==> src/y86ie_pkg.sv <==
`timescale 1ns / 1ps
// ----------------------------------------------------------------------------
// y86ie_pkg
// Shared types and constants of the Y86-64 instruction execute core.
// ----------------------------------------------------------------------------
package y86ie_pkg;

	localparam int unsigned MemBytesDefault = 8192;
	localparam int unsigned WordBytes       = 8;
	localparam int unsigned RegCount        = 15;
	localparam logic [3:0]  RegRsp          = 4'd4;
	localparam logic [3:0]  RegNone         = 4'd15;

	typedef enum logic [3:0] {
		OP_HALT  = 4'd0,
		OP_NOP   = 4'd1,
		OP_CMOV  = 4'd2,
		OP_IRMOV = 4'd3,
		OP_RMMOV = 4'd4,
		OP_MRMOV = 4'd5,
		OP_ALU   = 4'd6,
		OP_JUMP  = 4'd7,
		OP_CALL  = 4'd8,
		OP_RET   = 4'd9,
		OP_PUSH  = 4'd10,
		OP_POP   = 4'd11,
		OP_IADD  = 4'd12
	} opcode_t;

	typedef enum logic [1:0] {
		ST_AOK = 2'd0,
		ST_HLT = 2'd1,
		ST_ADR = 2'd2,
		ST_INS = 2'd3
	} status_t;

	typedef enum logic [1:0] {
		ALU_ADD = 2'd0,
		ALU_SUB = 2'd1,
		ALU_AND = 2'd2,
		ALU_XOR = 2'd3
	} alu_fn_t;

	localparam logic [3:0] FN_ALWAYS = 4'd0;
	localparam logic [3:0] FN_LE     = 4'd1;
	localparam logic [3:0] FN_L      = 4'd2;
	localparam logic [3:0] FN_E      = 4'd3;
	localparam logic [3:0] FN_NE     = 4'd4;
	localparam logic [3:0] FN_GE     = 4'd5;
	localparam logic [3:0] FN_G      = 4'd6;

	typedef enum logic [3:0] {
		S_IDLE,
		S_CLEAR,
		S_READ,
		S_ALU,
		S_MEM,
		S_LOAD,
		S_DONE
	} state_t;

	typedef struct packed {
		logic zf;
		logic sf;
		logic of;
	} flags_t;

	function automatic logic cond_eval(input logic [3:0] fn, input flags_t f);
		logic lt;
		lt = f.sf ^ f.of;
		unique case (fn)
			FN_ALWAYS: return 1'b1;
			FN_LE:     return lt | f.zf;
			FN_L:      return lt;
			FN_E:      return f.zf;
			FN_NE:     return ~f.zf;
			FN_GE:     return ~lt;
			FN_G:      return ~lt & ~f.zf;
			default:   return 1'b0;
		endcase
	endfunction

endpackage

==> src/y86ie_alu.sv <==
`timescale 1ns / 1ps
// ----------------------------------------------------------------------------
// y86ie_alu
// Shared 64-bit ALU: add and subtract with overflow, and, xor.
// ----------------------------------------------------------------------------
module y86ie_alu (
	input  logic [63:0]           a,
	input  logic [63:0]           b,
	input  y86ie_pkg::alu_fn_t    fn,
	output logic [63:0]           r,
	output logic                  ovf
);
	import y86ie_pkg::*;

	always_comb begin
		unique case (fn)
			ALU_ADD: begin
				r   = b + a;
				ovf = ((a[63] ^ r[63]) & (b[63] ^ r[63]));
			end
			ALU_SUB: begin
				r   = b - a;
				ovf = ((a[63] ^ b[63]) & (b[63] ^ r[63]));
			end
			ALU_AND: begin
				r   = a & b;
				ovf = 1'b0;
			end
			default: begin
				r   = a ^ b;
				ovf = 1'b0;
			end
		endcase
	end

endmodule

==> config.mk <==
export PLATFORM = sky130hd
export DESIGN_NAME = y86ie_alu
export DESIGN_NICKNAME = d
export VERILOG_FILES = /design/src/y86ie_pkg.sv /design/src/y86ie_alu.sv
export SDC_FILE = /design/constraint.sdc
export NUM_CORES = 1
export LEC_CHECK = 0
export BUFFER_PORTS_ARGS = -buffer_cell sky130_fd_sc_hd__buf_2
export CORE_UTILIZATION = 40
export DETAILED_ROUTE_END_ITERATION = 8
export GPL_TIMING_DRIVEN = 0
export PLACE_DENSITY_LB_ADDON = 0.15
export SYNTH_ARGS = -nofsm -noshare
export SYNTH_HDL_FRONTEND = slang
export SYNTH_SLANG_ARGS = --single-unit
==> constraint.sdc <==
create_clock -name vclk -period 8
set_input_delay 1.6 -clock vclk [all_inputs]
set_output_delay 1.6 -clock vclk [all_outputs]
set_load 0.03 [all_outputs]
# Word level (Yosys, flattened, before mapping)
# Cells that the tools add are included.
# classes
n_addsub,2
eq_ne,2
muxes,2
n_bitwise,8
reduce_logical,1
# ops
operator,n
$pmux W64 S3,1
$add A64 B64 Y64,1
$and A64 B64 Y64,1
$sub A64 B64 Y64,1
$xor A64 B64 Y64,1
$xor A1 B1 Y1,4
$and A1 B1 Y1,2
$eq A2 B1 Y1 const B,1
$eq A2 B2 Y1 const B,1
$logic_not A2 Y1,1
$pmux W1 S2,1
# totals
reg_bits,0
input_bits,130
output_inout_bits,65
word_cells,15

# Depth between registers and ports, before layout
# depth
ltp_word,4
mapped_depth,14
mapped_depth_nobuf,14

# Least setup slack after synthesis
# OpenSTA, ideal clock, no wires.
# synth_path
path_type,input port to output port
from,in a[0]
to,out r[62]
arrival_ns,4.969
required_time_ns,6.400
setup_slack_ns,1.431
path_stages,13
path_buffers,0
cell_sequence,ha_1 fa_1 nor2b_2 o21ai_1 a211oi_2 o2111ai_1 a31oi_1 o21ai_2 nor2_1 a311o_1 nand2_1 o31ai_1 a2111oi_1
# synth_between
elab_chain_len,2
elab_cells_between_ends,3
classes_between,add/sub (2); mux (1)
# synth_rtl
element,line_no,source
"start, declared",y86ie_alu.sv:7,"input logic [63:0] a,"
$sub A64 B64 Y64 or $add A64 B64 Y64 (tied branches),"y86ie_alu.sv:22, y86ie_alu.sv:18",
$pmux W64 S3 (*),y86ie_alu.sv:16,unique case (fn)
"end, declared",y86ie_alu.sv:10,"output logic [63:0] r,"
# Mark *: on every way between the ends. The rest lies on a longest branch, timed or not.

# Worst setup path after layout
# layout_path
from,in a[2]
to,out ovf
# layout_between
elab_chain_len,4
elab_cells_between_ends,8
classes_between,add/sub (2); mux (1); bitwise (5)
# layout_rtl
element,line_no,source
$sub A64 B64 Y64 or $add A64 B64 Y64 (tied branches),"y86ie_alu.sv:22, y86ie_alu.sv:18",
$xor A1 B1 Y1 (on tied branches),"y86ie_alu.sv:23, y86ie_alu.sv:19",
$and A1 B1 Y1 (on tied branches),"y86ie_alu.sv:23, y86ie_alu.sv:19",
$pmux W1 S2 (*),y86ie_alu.sv:16,
"end, declared",y86ie_alu.sv:11,output logic ovf
# Marks and branches as above.

==> results_dict.tcl <==
set metrics [dict create \
    arrival_ns 5.89 \
    gp_congestion 1.02 \
    rsz0062_at_grt "no" \
    layout-drive-gt1-share_pct 15.3 \
    post-cts-setup-buffers 0 \
    routed_wirelength_um 46300 \
    slew_violations 0 \
    grt_pass1_vias 12178 \
    io_buffers 195 \
    hold-worst-slack_ns 3.63 \
    floorplan.initialDensity_pct 40.7 \
    routed-wl-met2_um 19700 \
    critPathMaxStageDelay_ns 0.60 \
    yosys_warnings 0 \
    dieArea_um2 24400 \
    layout.nets 2007 \
    min_path_cells 4 \
    fin_crit_sh_pct 93.7 \
    critPathKind "in2out" \
    fin_crit_ns 7.49 \
    synthTopCellsByArea "ha_1, a21oi_1, nor2_1" \
    postSynthAreaPerCell_um2 6.14 \
    vias 13254 \
    grt_max_degree 11 \
    layout_commonest_cell "buf_2" \
    netlist_area_um2 9530 \
    whs_endpoint "r[0]" \
    tightest_slew_ns 1.13 \
    gr-total-overflow 0 \
    netlist.area_leader.share_pct 16.7 \
    wirelength_met1_um 18900 \
    cp.required_ns 6.40 \
    wire_per_inst_um 22.4 \
    status "complete, no violations" \
    fin_cells 2065 \
    drv_cap 0 \
    areaGrowthSynthToFinish_pct 14.4 \
    crit_chain "buf_2, inv_1, ha_1, buf_2, a21oi_1, a21oi_1, o21ai_0, nand3_1, a31oi_1, o21ai_1, a211oi_2, o31ai_1, a31oi_1, nand2_1, a32oi_1, buf_2" \
    slew_headroom_pct 24.5 \
    cts_resized 0 \
    chipWidth_um 156 \
    highest_layer "met4" \
    power.leakage_uw 0.00489 \
    seq_area_frac_synth_pct 0 \
    drt-vias-per-instance 6.42 \
    end_kind "output pin" \
    coreArea_um2 23400 \
    hold_class "in2out" \
    setup_viol 0 \
    wl_met3_um 5470 \
    fmaxAchievable_mhz 133 \
    most-common-layout-cells "buf_2, a21oi_1, nor2_1" \
    syn_inst 1551 \
    crit_top_cell "buf_2" \
    placed_cells 2065 \
    clock_buffers 0 \
    seq_area_um2 0 \
    drc_errors 0 \
    rows 56 \
    hold_start "a[0]" \
    grt_first_pass_wirelength_um 69200 \
    antenna_found_initial 0 \
    yosys.area.top_type "ha_1" \
    power_density_nw_per_um2 96.7 \
    critPathMaxFanout 9 \
    ys_types 84 \
    ant_nets 0 \
    drt-initial-drc-count 1551 \
    seq_cell_count 0 \
    holdBufCountCts 0 \
    nFillCells 2631 \
    syn_nets 1810 \
    first_pass_iters 6 \
    hold_viol 0 \
    antenna_cells 0 \
    die_h_um 156 \
    boundaryPins 195 \
    hpwl_um 36300 \
    cp_slowest_cell "a31oi_1" \
    crit_path_start_kind "primary input" \
    grtUsageTotal_pct 36.6 \
    peakVddDrop_v 0.0000415 \
    tns_ns 0 \
    multiInputGateArea_um2 8570 \
]
## worst max-delay path: cells and delay by family
family	cells	cell delay (ns)
compound gates	9	3.07
fa+ha+maj	1	0.28
simple gates	2	0.36
buf+inv	4	0.57
## report_power, final
| part | internal (uW) | total, uW | switching [uW] |
|---|---|---|---|
| Clock | 0 | 0 | 0 |
| Sequential | 0 | 0 | 0 |
| Combinational | 339 | 1050 | 716 |
| Total | 339 | 1050 | 716 |
## cell type report
class / instances / area share [%]
Inverter: 139 / 4.79
Multi-Input combinational cell: 1309 / 78.6
Buffer: 103 / 3.98
Tap cell: 319 / 3.66
Timing Repair Buffer: 195 / 8.95
## Yosys cell counts (8+ instances only)
cell and n:
nor2_1 179, nand2_1 123, nand2b_1 9, xnor2_1 26, mux2i_1 13, nor3_1 40
and2_1 9, a21oi_1 206, ha_1 127, a22oi_1 9, mux2_2 8, or3_1 12
clkbuf_1 65, inv_1 133, nor4_1 29, o21bai_1 39, nand3_1 27, nor2b_1 19
nand4_1 32, a211oi_1 32, o31ai_1 35, buf_1 13, o21ai_0 108, a21o_1 25
a221oi_1 22, buf_2 20, o21ai_1 10, o211ai_1 23, a31oi_1 17
## worst max-delay path by stage
stage / startpoint / to / slack, ns / cells after the start
after CTS: a[7] / r[44] / 0.79 / 15
after detailed placement: a[7] / r[44] / 0.78 / 15
after global routing: a[2] / ovf / 0.34 / 16
final: a[2] / ovf / 0.51 / 16
after floorplan: a[0] / r[62] / 1.43 / 13
after global placement: a[23] / r[62] / 0.76 / 16
## metrics by stage
stage	utilization [%]	cell area (um^2)	setup slack (ns)	power, uW
final	46.6	10900	0.505	1050
after global routing	46.6	10900	0.341	1130
after CTS	46.6	10900	0.785	1020
after detailed placement	46.6	10900	0.779	1020
after global placement	46.6	10900	0.760	1020
after floorplan	-	9530	1.43	706
## logic make-up after synthesis
| kind of cell | count (synthesis) | share of synthesized area, % |
|---|---|---|
| multiplexers | 21 | 2.31 |
| buffers and inverters | 242 | 10.0 |
| AND/OR/NAND/NOR | 505 | 24.7 |
| XOR/XNOR | 27 | 2.48 |
| adder cells (fa/ha/maj) | 129 | 17.1 |
| AO/OA/AOI/OAI | 627 | 43.4 |
## layer usage
metal / up-vias / track usage (%)
li1: 6093 / -
met1: 6110 / 48.6
met2: 897 / 57.9
met3: 154 / 6.76
met4: 0 / 14.9
met5: - / 0
(Power assumes the default switching activity.)
